--- src/rtl/swbp_pkg.sv ---
// Shared types, codes and defaults of the stack with block promotion.
package swbp_pkg;

	// Default configuration of the stack.
	localparam int STACK_DEPTH_DEF = 64;
	localparam int WORD_BITS_DEF   = 32;

	// Field widths of the request and the result.
	localparam int OPCODE_W = 2;
	localparam int VALUE_W  = 32;
	localparam int START_W  = 6;
	localparam int RUN_W    = 7;
	localparam int STATUS_W = 2;
	localparam int FILL_W   = 7;

	// Request opcodes.
	localparam logic [OPCODE_W-1:0] OP_PUSH    = 2'd0;
	localparam logic [OPCODE_W-1:0] OP_POP     = 2'd1;
	localparam logic [OPCODE_W-1:0] OP_PROMOTE = 2'd2;

	// Result status codes.
	localparam logic [STATUS_W-1:0] STAT_OK    = 2'd0;
	localparam logic [STATUS_W-1:0] STAT_EMPTY = 2'd1;
	localparam logic [STATUS_W-1:0] STAT_FULL  = 2'd2;
	localparam logic [STATUS_W-1:0] STAT_RANGE = 2'd3;

	// One request as taken from the input stream.
	typedef struct packed {
		logic [OPCODE_W-1:0] opcode;
		logic [VALUE_W-1:0]  push_value;
		logic [START_W-1:0]  start_index;
		logic [RUN_W-1:0]    run_length;
	} req_t;

	// One result as handed to the output stream.
	typedef struct packed {
		logic [STATUS_W-1:0] status;
		logic [VALUE_W-1:0]  pop_value;
		logic [FILL_W-1:0]   fill_level;
	} res_t;

endpackage

--- src/rtl/swbp_ram.sv ---
// Simple dual-port synchronous memory with a registered read port.
module swbp_ram
	import swbp_pkg::*;
#(
	parameter int DEPTH = STACK_DEPTH_DEF,
	parameter int WIDTH = WORD_BITS_DEF,
	localparam int AW = $clog2(DEPTH)
) (
	input  logic             clk,
	input  logic             we,
	input  logic [AW-1:0]    waddr,
	input  logic [WIDTH-1:0] wdata,
	input  logic             re,
	input  logic [AW-1:0]    raddr,
	output logic [WIDTH-1:0] rdata
);

	logic [WIDTH-1:0] mem [DEPTH];

	// Write port.
	always_ff @(posedge clk) begin
		if (we) begin
			mem[waddr] <= wdata;
		end
	end

	// Registered read port; the data holds until the next read.
	always_ff @(posedge clk) begin
		if (re) begin
			rdata <= mem[raddr];
		end
	end

endmodule

--- src/rtl/swbp_seq.sv ---
// Request sequencer: push, pop and the three-pass block promotion over the memories.
module swbp_seq
	import swbp_pkg::*;
#(
	parameter int STACK_DEPTH = STACK_DEPTH_DEF,
	parameter int WORD_BITS   = WORD_BITS_DEF
) (
	input  logic clk,
	input  logic arst_n,
	input  logic req_valid,
	output logic req_ready,
	input  req_t req,
	output logic res_valid,
	input  logic res_ready,
	output res_t res
);

	localparam int AW = $clog2(STACK_DEPTH);
	localparam int LW = $clog2(STACK_DEPTH + 1);
	// Width that holds start plus run length and the fill level without overflow.
	localparam int CW = ((LW > RUN_W + 1) ? LW : RUN_W + 1) + 1;

	typedef enum logic [2:0] {
		S_IDLE,
		S_COPY,
		S_SHIFT,
		S_BACK,
		S_DONE
	} state_t;

	state_t              state_q;
	logic [LW-1:0]       level_q;
	logic [STATUS_W-1:0] status_q;
	logic                pop_q;
	logic [CW-1:0]       idx_q;

	// Promotion operands, held for the walk.
	logic [CW-1:0] start_q;
	logic [CW-1:0] len_q;
	logic [CW-1:0] above_q;

	// Write stage that follows each read of the walk in the next cycle.
	logic          wr_s1;
	logic          wr_scr_s1;
	logic          src_scr_s1;
	logic [AW-1:0] wr_addr_s1;

	logic                 accept;
	logic                 full;
	logic                 empty;
	logic [CW-1:0]        req_start;
	logic [CW-1:0]        req_len;
	logic [CW-1:0]        req_end;
	logic [CW-1:0]        level_ext;
	logic                 walk_last;
	logic [CW-1:0]        copy_addr;
	logic [CW-1:0]        shift_rd_addr;
	logic [CW-1:0]        back_wr_addr;
	logic [LW-1:0]        pop_addr;

	logic                 ent_we;
	logic [AW-1:0]        ent_wa;
	logic [WORD_BITS-1:0] ent_wd;
	logic                 ent_re;
	logic [AW-1:0]        ent_ra;
	logic [WORD_BITS-1:0] ent_rd;
	logic                 scr_we;
	logic                 scr_re;
	logic [WORD_BITS-1:0] scr_rd;

	assign req_ready = (state_q == S_IDLE);
	assign accept    = req_valid && req_ready;
	assign full      = (level_q >= LW'(STACK_DEPTH));
	assign empty     = (level_q == '0);
	assign req_start = CW'(req.start_index);
	assign req_len   = CW'(req.run_length);
	assign req_end   = req_start + req_len;
	assign level_ext = CW'(level_q);
	assign pop_addr  = level_q - LW'(1);

	// Addresses of the walk.
	assign copy_addr     = start_q + idx_q;
	assign shift_rd_addr = start_q + len_q + idx_q;
	assign back_wr_addr  = level_ext - len_q + idx_q;

	// Last step of the current pass.
	always_comb begin
		case (state_q)
			S_SHIFT: walk_last = (idx_q == above_q - CW'(1));
			default: walk_last = (idx_q == len_q - CW'(1));
		endcase
	end

	// Entry memory ports: push writes directly, the walk writes in the cycle after reading.
	always_comb begin
		ent_we = (accept && req.opcode == OP_PUSH && !full) || (wr_s1 && !wr_scr_s1);
		ent_wa = wr_s1 ? wr_addr_s1 : level_q[AW-1:0];
		if (wr_s1) begin
			ent_wd = src_scr_s1 ? scr_rd : ent_rd;
		end else begin
			ent_wd = WORD_BITS'(req.push_value);
		end
		ent_re = (accept && req.opcode == OP_POP && !empty)
			|| state_q == S_COPY || state_q == S_SHIFT;
		case (state_q)
			S_COPY:  ent_ra = copy_addr[AW-1:0];
			S_SHIFT: ent_ra = shift_rd_addr[AW-1:0];
			default: ent_ra = pop_addr[AW-1:0];
		endcase
		scr_we = wr_s1 && wr_scr_s1;
		scr_re = (state_q == S_BACK);
	end

	swbp_ram #(
		.DEPTH(STACK_DEPTH),
		.WIDTH(WORD_BITS)
	) u_entry (
		.clk  (clk),
		.we   (ent_we),
		.waddr(ent_wa),
		.wdata(ent_wd),
		.re   (ent_re),
		.raddr(ent_ra),
		.rdata(ent_rd)
	);

	swbp_ram #(
		.DEPTH(STACK_DEPTH),
		.WIDTH(WORD_BITS)
	) u_scratch (
		.clk  (clk),
		.we   (scr_we),
		.waddr(wr_addr_s1),
		.wdata(ent_rd),
		.re   (scr_re),
		.raddr(idx_q[AW-1:0]),
		.rdata(scr_rd)
	);

	// Control state machine with the fill level and the pending result code.
	always_ff @(posedge clk or negedge arst_n) begin
		if (!arst_n) begin
			state_q    <= S_IDLE;
			level_q    <= '0;
			status_q   <= STAT_OK;
			pop_q      <= 1'b0;
			idx_q      <= '0;
			wr_s1      <= 1'b0;
			wr_scr_s1  <= 1'b0;
			src_scr_s1 <= 1'b0;
		end else begin
			wr_s1      <= (state_q == S_COPY || state_q == S_SHIFT || state_q == S_BACK);
			wr_scr_s1  <= (state_q == S_COPY);
			src_scr_s1 <= (state_q == S_BACK);
			case (state_q)
				S_IDLE: begin
					if (accept) begin
						status_q <= STAT_OK;
						pop_q    <= 1'b0;
						idx_q    <= '0;
						state_q  <= S_DONE;
						case (req.opcode)
							OP_PUSH: begin
								if (full) begin
									status_q <= STAT_FULL;
								end else begin
									level_q <= level_q + LW'(1);
								end
							end
							OP_POP: begin
								if (empty) begin
									status_q <= STAT_EMPTY;
								end else begin
									level_q <= pop_addr;
									pop_q   <= 1'b1;
								end
							end
							OP_PROMOTE: begin
								// A run that already sits on top needs no move.
								if (req_len == '0) begin
									status_q <= STAT_OK;
								end else if (req_end > level_ext) begin
									status_q <= STAT_RANGE;
								end else if (req_end != level_ext) begin
									state_q <= S_COPY;
								end
							end
							default: status_q <= STAT_OK;
						endcase
					end
				end
				S_COPY: begin
					idx_q <= walk_last ? '0 : idx_q + CW'(1);
					if (walk_last) begin
						state_q <= S_SHIFT;
					end
				end
				S_SHIFT: begin
					idx_q <= walk_last ? '0 : idx_q + CW'(1);
					if (walk_last) begin
						state_q <= S_BACK;
					end
				end
				S_BACK: begin
					idx_q <= walk_last ? '0 : idx_q + CW'(1);
					if (walk_last) begin
						state_q <= S_DONE;
					end
				end
				S_DONE: begin
					if (res_ready) begin
						state_q <= S_IDLE;
					end
				end
				default: state_q <= S_IDLE;
			endcase
		end
	end

	// Promotion operands and write-stage address.
	always_ff @(posedge clk) begin
		if (accept) begin
			start_q <= req_start;
			len_q   <= req_len;
			above_q <= level_ext - req_end;
		end
		case (state_q)
			S_COPY:  wr_addr_s1 <= idx_q[AW-1:0];
			S_SHIFT: wr_addr_s1 <= copy_addr[AW-1:0];
			default: wr_addr_s1 <= back_wr_addr[AW-1:0];
		endcase
	end

	// Result of the finished request.
	assign res_valid     = (state_q == S_DONE);
	assign res.status    = status_q;
	assign res.pop_value = pop_q ? VALUE_W'(ent_rd) : '0;
	assign res.fill_level = FILL_W'(level_q);

endmodule

--- src/rtl/stack_with_block_promote_core.sv ---
// Top level of the LIFO stack with block promotion: stream ports and result register.
//
// A fixed-depth stack of STACK_DEPTH words held in a synchronous entry memory, with
// a scratch memory of the same size for block promotion. One request is worked at
// a time and every request gives one result. Push, pop, a promotion of zero length,
// an out-of-range promotion, a promotion of a run that is already on top, and the
// unused opcode go straight from the request to the result. A promotion that moves
// entries walks the single read and write port of the entry memory once to save the
// run, once to shift the entries above it down, and once to write the run back on top.
// The next request is taken while a result still waits in the output register.
module stack_with_block_promote_core
	import swbp_pkg::*;
#(
	parameter int STACK_DEPTH = STACK_DEPTH_DEF,
	parameter int WORD_BITS   = WORD_BITS_DEF
) (
	input  logic        clk,
	input  logic        arst_n,
	input  logic        s_tvalid,
	output logic        s_tready,
	input  logic [47:0] s_tdata,   // push_value[31:0], start_index[37:32], run_length[44:38]
	input  logic [1:0]  s_tuser,   // opcode[1:0]
	output logic        m_tvalid,
	input  logic        m_tready,
	output logic [39:0] m_tdata,   // pop_value[31:0], fill_level[38:32]
	output logic [1:0]  m_tuser    // status[1:0]
);

	req_t req;
	res_t res;
	res_t out_q;
	logic out_valid_q;
	logic res_valid;
	logic res_take;
	logic out_free;

	// Unpack the incoming request.
	assign req.opcode      = s_tuser;
	assign req.push_value  = s_tdata[31:0];
	assign req.start_index = s_tdata[37:32];
	assign req.run_length  = s_tdata[44:38];

	swbp_seq #(
		.STACK_DEPTH(STACK_DEPTH),
		.WORD_BITS  (WORD_BITS)
	) u_seq (
		.clk      (clk),
		.arst_n   (arst_n),
		.req_valid(s_tvalid),
		.req_ready(s_tready),
		.req      (req),
		.res_valid(res_valid),
		.res_ready(out_free),
		.res      (res)
	);

	assign out_free = !out_valid_q || m_tready;
	assign res_take = res_valid && out_free;

	// Output register valid flag.
	always_ff @(posedge clk or negedge arst_n) begin
		if (!arst_n) begin
			out_valid_q <= 1'b0;
		end else if (res_take) begin
			out_valid_q <= 1'b1;
		end else if (m_tready) begin
			out_valid_q <= 1'b0;
		end
	end

	// Output register payload.
	always_ff @(posedge clk) begin
		if (res_take) begin
			out_q <= res;
		end
	end

	assign m_tvalid = out_valid_q;
	assign m_tdata  = {1'b0, out_q.fill_level, out_q.pop_value};
	assign m_tuser  = out_q.status;

endmodule
--- config.mk ---
export PLATFORM = sky130hd
export DESIGN_NAME = stack_with_block_promote_core
export DESIGN_NICKNAME = d
export VERILOG_FILES = /design/src/rtl/swbp_pkg.sv /design/src/rtl/swbp_ram.sv /design/src/rtl/swbp_seq.sv /design/src/rtl/stack_with_block_promote_core.sv
export SDC_FILE = /design/constraint.sdc
export NUM_CORES = 2
export LEC_CHECK = 0
export BUFFER_PORTS_ARGS = -buffer_cell sky130_fd_sc_hd__buf_2
export CAP_MARGIN = 20
export CORE_ASPECT_RATIO = 0.9
export CORE_MARGIN = 2
export CORE_UTILIZATION = 30
export CTS_CLUSTER_SIZE = 40
export DETAILED_ROUTE_END_ITERATION = 8
export PLACE_DENSITY = 0.54
export SYNTH_ARGS = -nofsm -noshare
export SYNTH_HDL_FRONTEND = slang
export SYNTH_HIERARCHICAL = 1
export SYNTH_SLANG_ARGS = --single-unit
--- constraint.sdc ---
create_clock -name clk -period 6.24 [get_ports clk]
set_input_delay 0.936 -clock clk [delete_from_list [all_inputs] [get_ports clk]]
set_output_delay 0.936 -clock clk [all_outputs]
set_load 0.005 [all_outputs]
# Word-level counts from Yosys, hierarchy flattened
# Memory sizes are Yosys's and may differ from the RTL's. A register that Yosys moved wholly into a read port is not among the register bits.
# Cells that the tools add are included.
# Widths: inputs -> output; s select.
# totals
ff_bits	95
ramBits	4096
in_bits	54
out_inout_bits	44
memories	2
# mem_list
name	depth	word_bits	rd	rd_clocked_by_memory_dff	wr	line	text
u_seq.u_entry.mem	64	32	1	1	1	swbp_ram.sv:18	logic [WIDTH-1:0] mem [DEPTH];
u_seq.u_scratch.mem	64	32	1	1	1	swbp_ram.sv:18	
# classes
add_sub_neg	12
n_lt_le_gt_ge	2
n_eq_ne	16
muxes	35
n_reduce_logical	30
# ops
op	n
$mux 32	2
$mux 3	9
$add 6x6->6	4
$pmux 6 s2	2
$eq 9x9->1	2
$mux 9	2
$pmux 9 s2	1
$pmux 3 s5	1
$mux 7	2
$pmux 7 s2	1
$mux 1	10
$reduce_and 5->1	2
$add 9x1->9 const B	1
$logic_not 9->1	1
$sub 7x8->9	1
$sub 9x1->9 const B	1
$add 6x7->8	1
$gt 8x7->1	1
$logic_and 1x1->1	8
$ne 2x1->1 const B	4
$ne 8x7->1	1
$sub 7x1->8 const B	1
$add 7x1->7 const B	1
$ge 7x7->1 const B	1
other kinds (19)	35

# Longest topological paths before layout
# logic_depth
word_depth	8
mapped_depth	17
depth_no_buf	16

# Cells and area by module
# The synthesis kept the hierarchy.
# modules_own_cells
mod	n_inst	cells_per_inst	area_per_inst_um2	seq_area_each_um2
swbp_ram	2	3324	78835.6	62459.9
swbp_seq	1	602	5132.4	1406.3
stack_with_block_promote_core	1	47	1296.2	1256.2

# Worst setup path after synthesis
# No wires, ideal clock.
# synth_path
kind	input-to-reg
from	input port s_tvalid
to	memory u_seq/u_entry/mem[49][0] in the netlist's numbering (enable)
setup_time_ns	0.461
arrival_ns	4.259
setup_slack_ns	1.520
cell_stages	5
cell_sequence	nand2_1 -> o41ai_1 -> nor2b_1 -> nand4_1 -> nor3_1
# synth_between
elab_chain_cells	6
# synth_lines
item	line	text
from (decl)	stack_with_block_promote_core.sv:19	input logic s_tvalid,
$logic_and 1x1->1	swbp_seq.sv:72	assign accept = req_valid && req_ready;
$logic_and 1x1->1 (2 in a row)	swbp_seq.sv:96	ent_we = (accept && req.opcode == OP_PUSH && !full) || (wr_s1 && !wr_scr_s1);
$logic_or 1x1->1	swbp_seq.sv:96	
net u_seq.ent_we	swbp_seq.sv:61	logic ent_we;
$mux 1	swbp_ram.sv:22	if (we) begin
$mux 1 (implied by the code)	swbp_ram.sv:23	mem[waddr] <= wdata;
to (decl)	swbp_ram.sv:18	
# The timed path passes the listed nets, and every way through them passes these cells.

# Final worst setup path
# layout_path
from	register u_seq.idx_q[1]
to	register u_seq.u_entry.rdata[0] (read register of u_seq.u_entry.mem), data pin
# layout_between
elab_chain_cells	2
word_cells_on_any_way	3
# layout_lines
item	line	text
from (decl)	swbp_seq.sv:35	logic [CW-1:0] idx_q;
from (signal assigned)	swbp_seq.sv:193	idx_q <= walk_last ? '0 : idx_q + CW'(1);
from (signal assigned)	swbp_seq.sv:199	idx_q <= walk_last ? '0 : idx_q + CW'(1);
from (signal assigned)	swbp_seq.sv:205	idx_q <= walk_last ? '0 : idx_q + CW'(1);
$add 6x6->6 (on tied branches)	swbp_seq.sv:83, swbp_seq.sv:82	
$pmux 6 s2 (*)	swbp_seq.sv:105	case (state_q)
net u_seq.ent_ra[3]	swbp_seq.sv:65	logic [AW-1:0] ent_ra;
to (decl)	swbp_ram.sv:15	output logic [WIDTH-1:0] rdata
# Mark *: on every way through the listed nets, which the timed path passes. The rest lies on a longest branch.
# A chain may end at the register's enable or synchronous reset.

==> reports/metrics.yaml <==
status: "finished clean"
worst_path_max_delay_cell: "o221ai_4"
hold_path.class: "input port to asynchronous set/reset pin"
crit_arrival_ns: 5.94
synth_edf_count: 4223
synth_area_per_cell_um2: 22.5
start_kind: "flip-flop"
slew-limit-headroom: 0.248
clock_sink_count: 4255
powerDensity_nw_per_um2: 416
fin_skew_ns: 0.0493
clk_path_buf_depth: 4
grt_util_all_layers: 0.158
reg2regPathDepth: 10
portBuffers: 93
initial_core_util: 0.301
path_cells: "fa_1 -> ha_1 -> fa_1 -> xnor2_1 -> o221ai_4 -> buf_4 -> buf_4 -> mux4_2 -> o22ai_1 -> nor2_1"
final_cells: 15370
insertion_delay_ns: 0.94
ys_async_sr_fraction: 0.00611
drv_slew: 0
hold_viol: 0
cp-startpoint: "u_seq/idx_q[1]"
drtIter0Drc: 9125
synth.most_common_cell: "edfxtp_1"
gp_congestion: 0.804
critical_path.endpoint: "u_seq/u_entry/rdata[0]"
postCtsSetupBuffers: 0
wl_per_cell_um: 29.2
cts_buffers: 398
synth_commonest_cells: "4223 x edfxtp_1, 1088 x mux4_2, 338 x nor2_1"
synthCells: 7297
crit_required_ns: 6.88
yosysTopAreaCell: "edfxtp_1"
hpwlAfterDp_mm: 257
period_needed_ns: 5.30
ys_ff_latch: 4255
via_count: 78968
nets: 7858
grt_max_degree: 121
synth_top_area_share: 0.773
path_clk_slew_ns: 0.07
coreArea_um2: 545000
synthesis.area_um2: 164000
critPathKind: "flip-flop to flip-flop"
post-route-drc-count: 0
critPathMaxFanout: 26
endpoint_kind: "flip-flop"
reg2reg_to: "u_seq/u_entry/rdata[0]"
cts_tree: "built"
antenna_found_initial: 38
setup_viol: 0
vdd_ir_drop_max_mv: 0.391
ys_top_cells_by_area: "edfxtp_1 77%, mux4_2 15%, mux2i_1 1.4%, nor2_1 0.77%, o22ai_1 0.66%"
min_period_over_period: 0.850
final_util: 0.347
grt_overflow: 0
die_area_um2: 553000
timing.rr.start: "u_seq/idx_q[1]"
area_growth_pct: 15.1
die_x_um: 784
worstMarginPinSlew_ns: 1.13
cts-resized-gates: 0
dr.pass1.iters: 5
max_freq_ghz: 0.189
synth-seq-area-share: 0.777
synth_flop_cell: "edfxtp_1"
hold_buffers: 0
drv_cap: 0
ant_nets: 0
io_pins: 98
p_leak_nw: 56.7
root_buffer: "clkbuf_16"
rsz0062_at_grt: "no"
place_inst: 14607
drive_above_1_share: 0.282
rows: 257
grt_pass1_wl_mm: 623
syn_nets: 7399
fillers: 50243
die_height_um: 706
yosys_warnings: 6
grt_pass1_vias: 79450
drt_wl_total_mm: 449
rrSetupSlack_ns: 0.94
cts_max_level: 5
synth_cell_type_count: 72
via_per_inst: 5.14
setup_tns_ns: 0
slowest_delay_ns: 0.77
[report_power, final]
group	internal (mW)	switching (mW)
Clock	13.4	10.6
Sequential	33.1	0.374
Combinational	8.13	13.0
Total	54.6	23.9
[cells in the final DEF, fill, tap and decap left out, types with 14 or more instances in the layout]
cell       Yosys  final
diode_2        0     36
o22ai_1      172    172
a21oi_4        0     32
mux4_2      1088   1088
clkinv_1       0     98
a22oi_1       30     30
mux2i_1      222    222
ha_1          34     34
a311oi_1      16     16
clkinv_2       0     69
nor2_1       338    214
clkbuf_1     167     86
and2_1        37     37
a21oi_1      182    150
buf_4         51    325
dfrtp_1       26     19
inv_1         45     45
buf_12         0     30
nor2b_1       32     32
o221ai_1      58     56
nor3_1        30     25
nand3_1       21     21
clkbuf_16      0    400
fa_1          14     14
xnor2_1       37     37
nand2b_1      23     21
edfxtp_1    4223   4223
xor2_1        16     16
bufinv_16      0     38
buf_2        116     93
nor2_4         0    124
nand2_1       89     89
o21ai_0       24     18
[registers in the layout (all words and copies together), names as in the netlist, 3 cells and up]
signal,cells
u_seq/u_entry/mem,2048
u_seq/u_scratch/mem,2048
u_seq/state_q,3
u_seq/start_q,6
u_seq/above_q,9
u_seq/wr_addr_s1,6
u_seq/level_q,7
u_seq/idx_q,9
u_seq/u_scratch/rdata,32
m_tdata,39
u_seq/len_q,7
u_seq/u_entry/rdata,32
[worst min path at each step]
stage,endpoint,slack [ns]
after global routing,u_seq/idx_q[0],0.06
after floorplan,m_tuser[1],0.43
after global placement,m_tuser[0],0.45
after CTS,u_seq/idx_q[0],0.01
after detailed placement,m_tuser[0],0.43
final,u_seq/idx_q[0],0.06
[worst max-delay path: cells and delay by family, from the launching register on]
kind,cells,cell delay (ns)
multiplexers,1,0.40
flip-flops,1,0.58
XOR/XNOR,1,0.19
AND/OR/NAND/NOR,1,0.14
AO/OA/AOI/OAI,2,1.44
buffers and inverters,2,0.98
adder cells (fa/ha/maj),3,1.22
[through the flow]
stage	cell area [um^2]	power (mW)	hold WS, ns	setup slack [ns]
floorplan	164000	46.8	0.426	1.52
global placement	176000	55.2	0.450	0.936
detailed placement	176000	55.4	0.432	1.02
CTS	189000	79.2	0.0125	0.971
global route	189000	81.2	0.0640	0.727
finish	189000	78.6	0.0598	0.938
[area by class of cell]
| type | instances | area, um^2 | area share |
|---|---|---|---|
| flip-flops and latches | 4255 | 128000 | 0.675 |
| multi-input cells | 2605 | 35900 | 0.190 |
| clock buffers | 486 | 10300 | 0.0547 |
| well taps | 7252 | 9070 | 0.0480 |
| repair buffers | 451 | 3570 | 0.0189 |
| clock inverters | 240 | 2250 | 0.0119 |
| inverters | 45 | 169 | 0.000894 |
| diodes | 36 | 90.1 | 0.000477 |
[per-layer routing]
metal | GRT usage | vias up | wire length, um
li1 | - | 31881 | -
met2 | 0.253 | 3182 | 214000
met1 | 0.218 | 43309 | 185000
met3 | 0.0296 | 596 | 35400
met5 | 0 | - | 0
met4 | 0.0473 | 0 | 14000
[logic make-up (layout without fill, tap and decap cells)]
group	after synthesis	in the layout	synth area share
flip-flops	4255	4255	0.777
multiplexers	1313	1313	0.163
AND/OR/NAND/NOR	647	647	0.0185
AO/OA/AOI/OAI	543	543	0.0212
buffers and inverters	437	1222	0.0126
XOR/XNOR	53	53	0.00283
adder cells (fa/ha/maj)	48	48	0.00430
other	1	37	0.0000229
(Power assumes the default switching activity.)
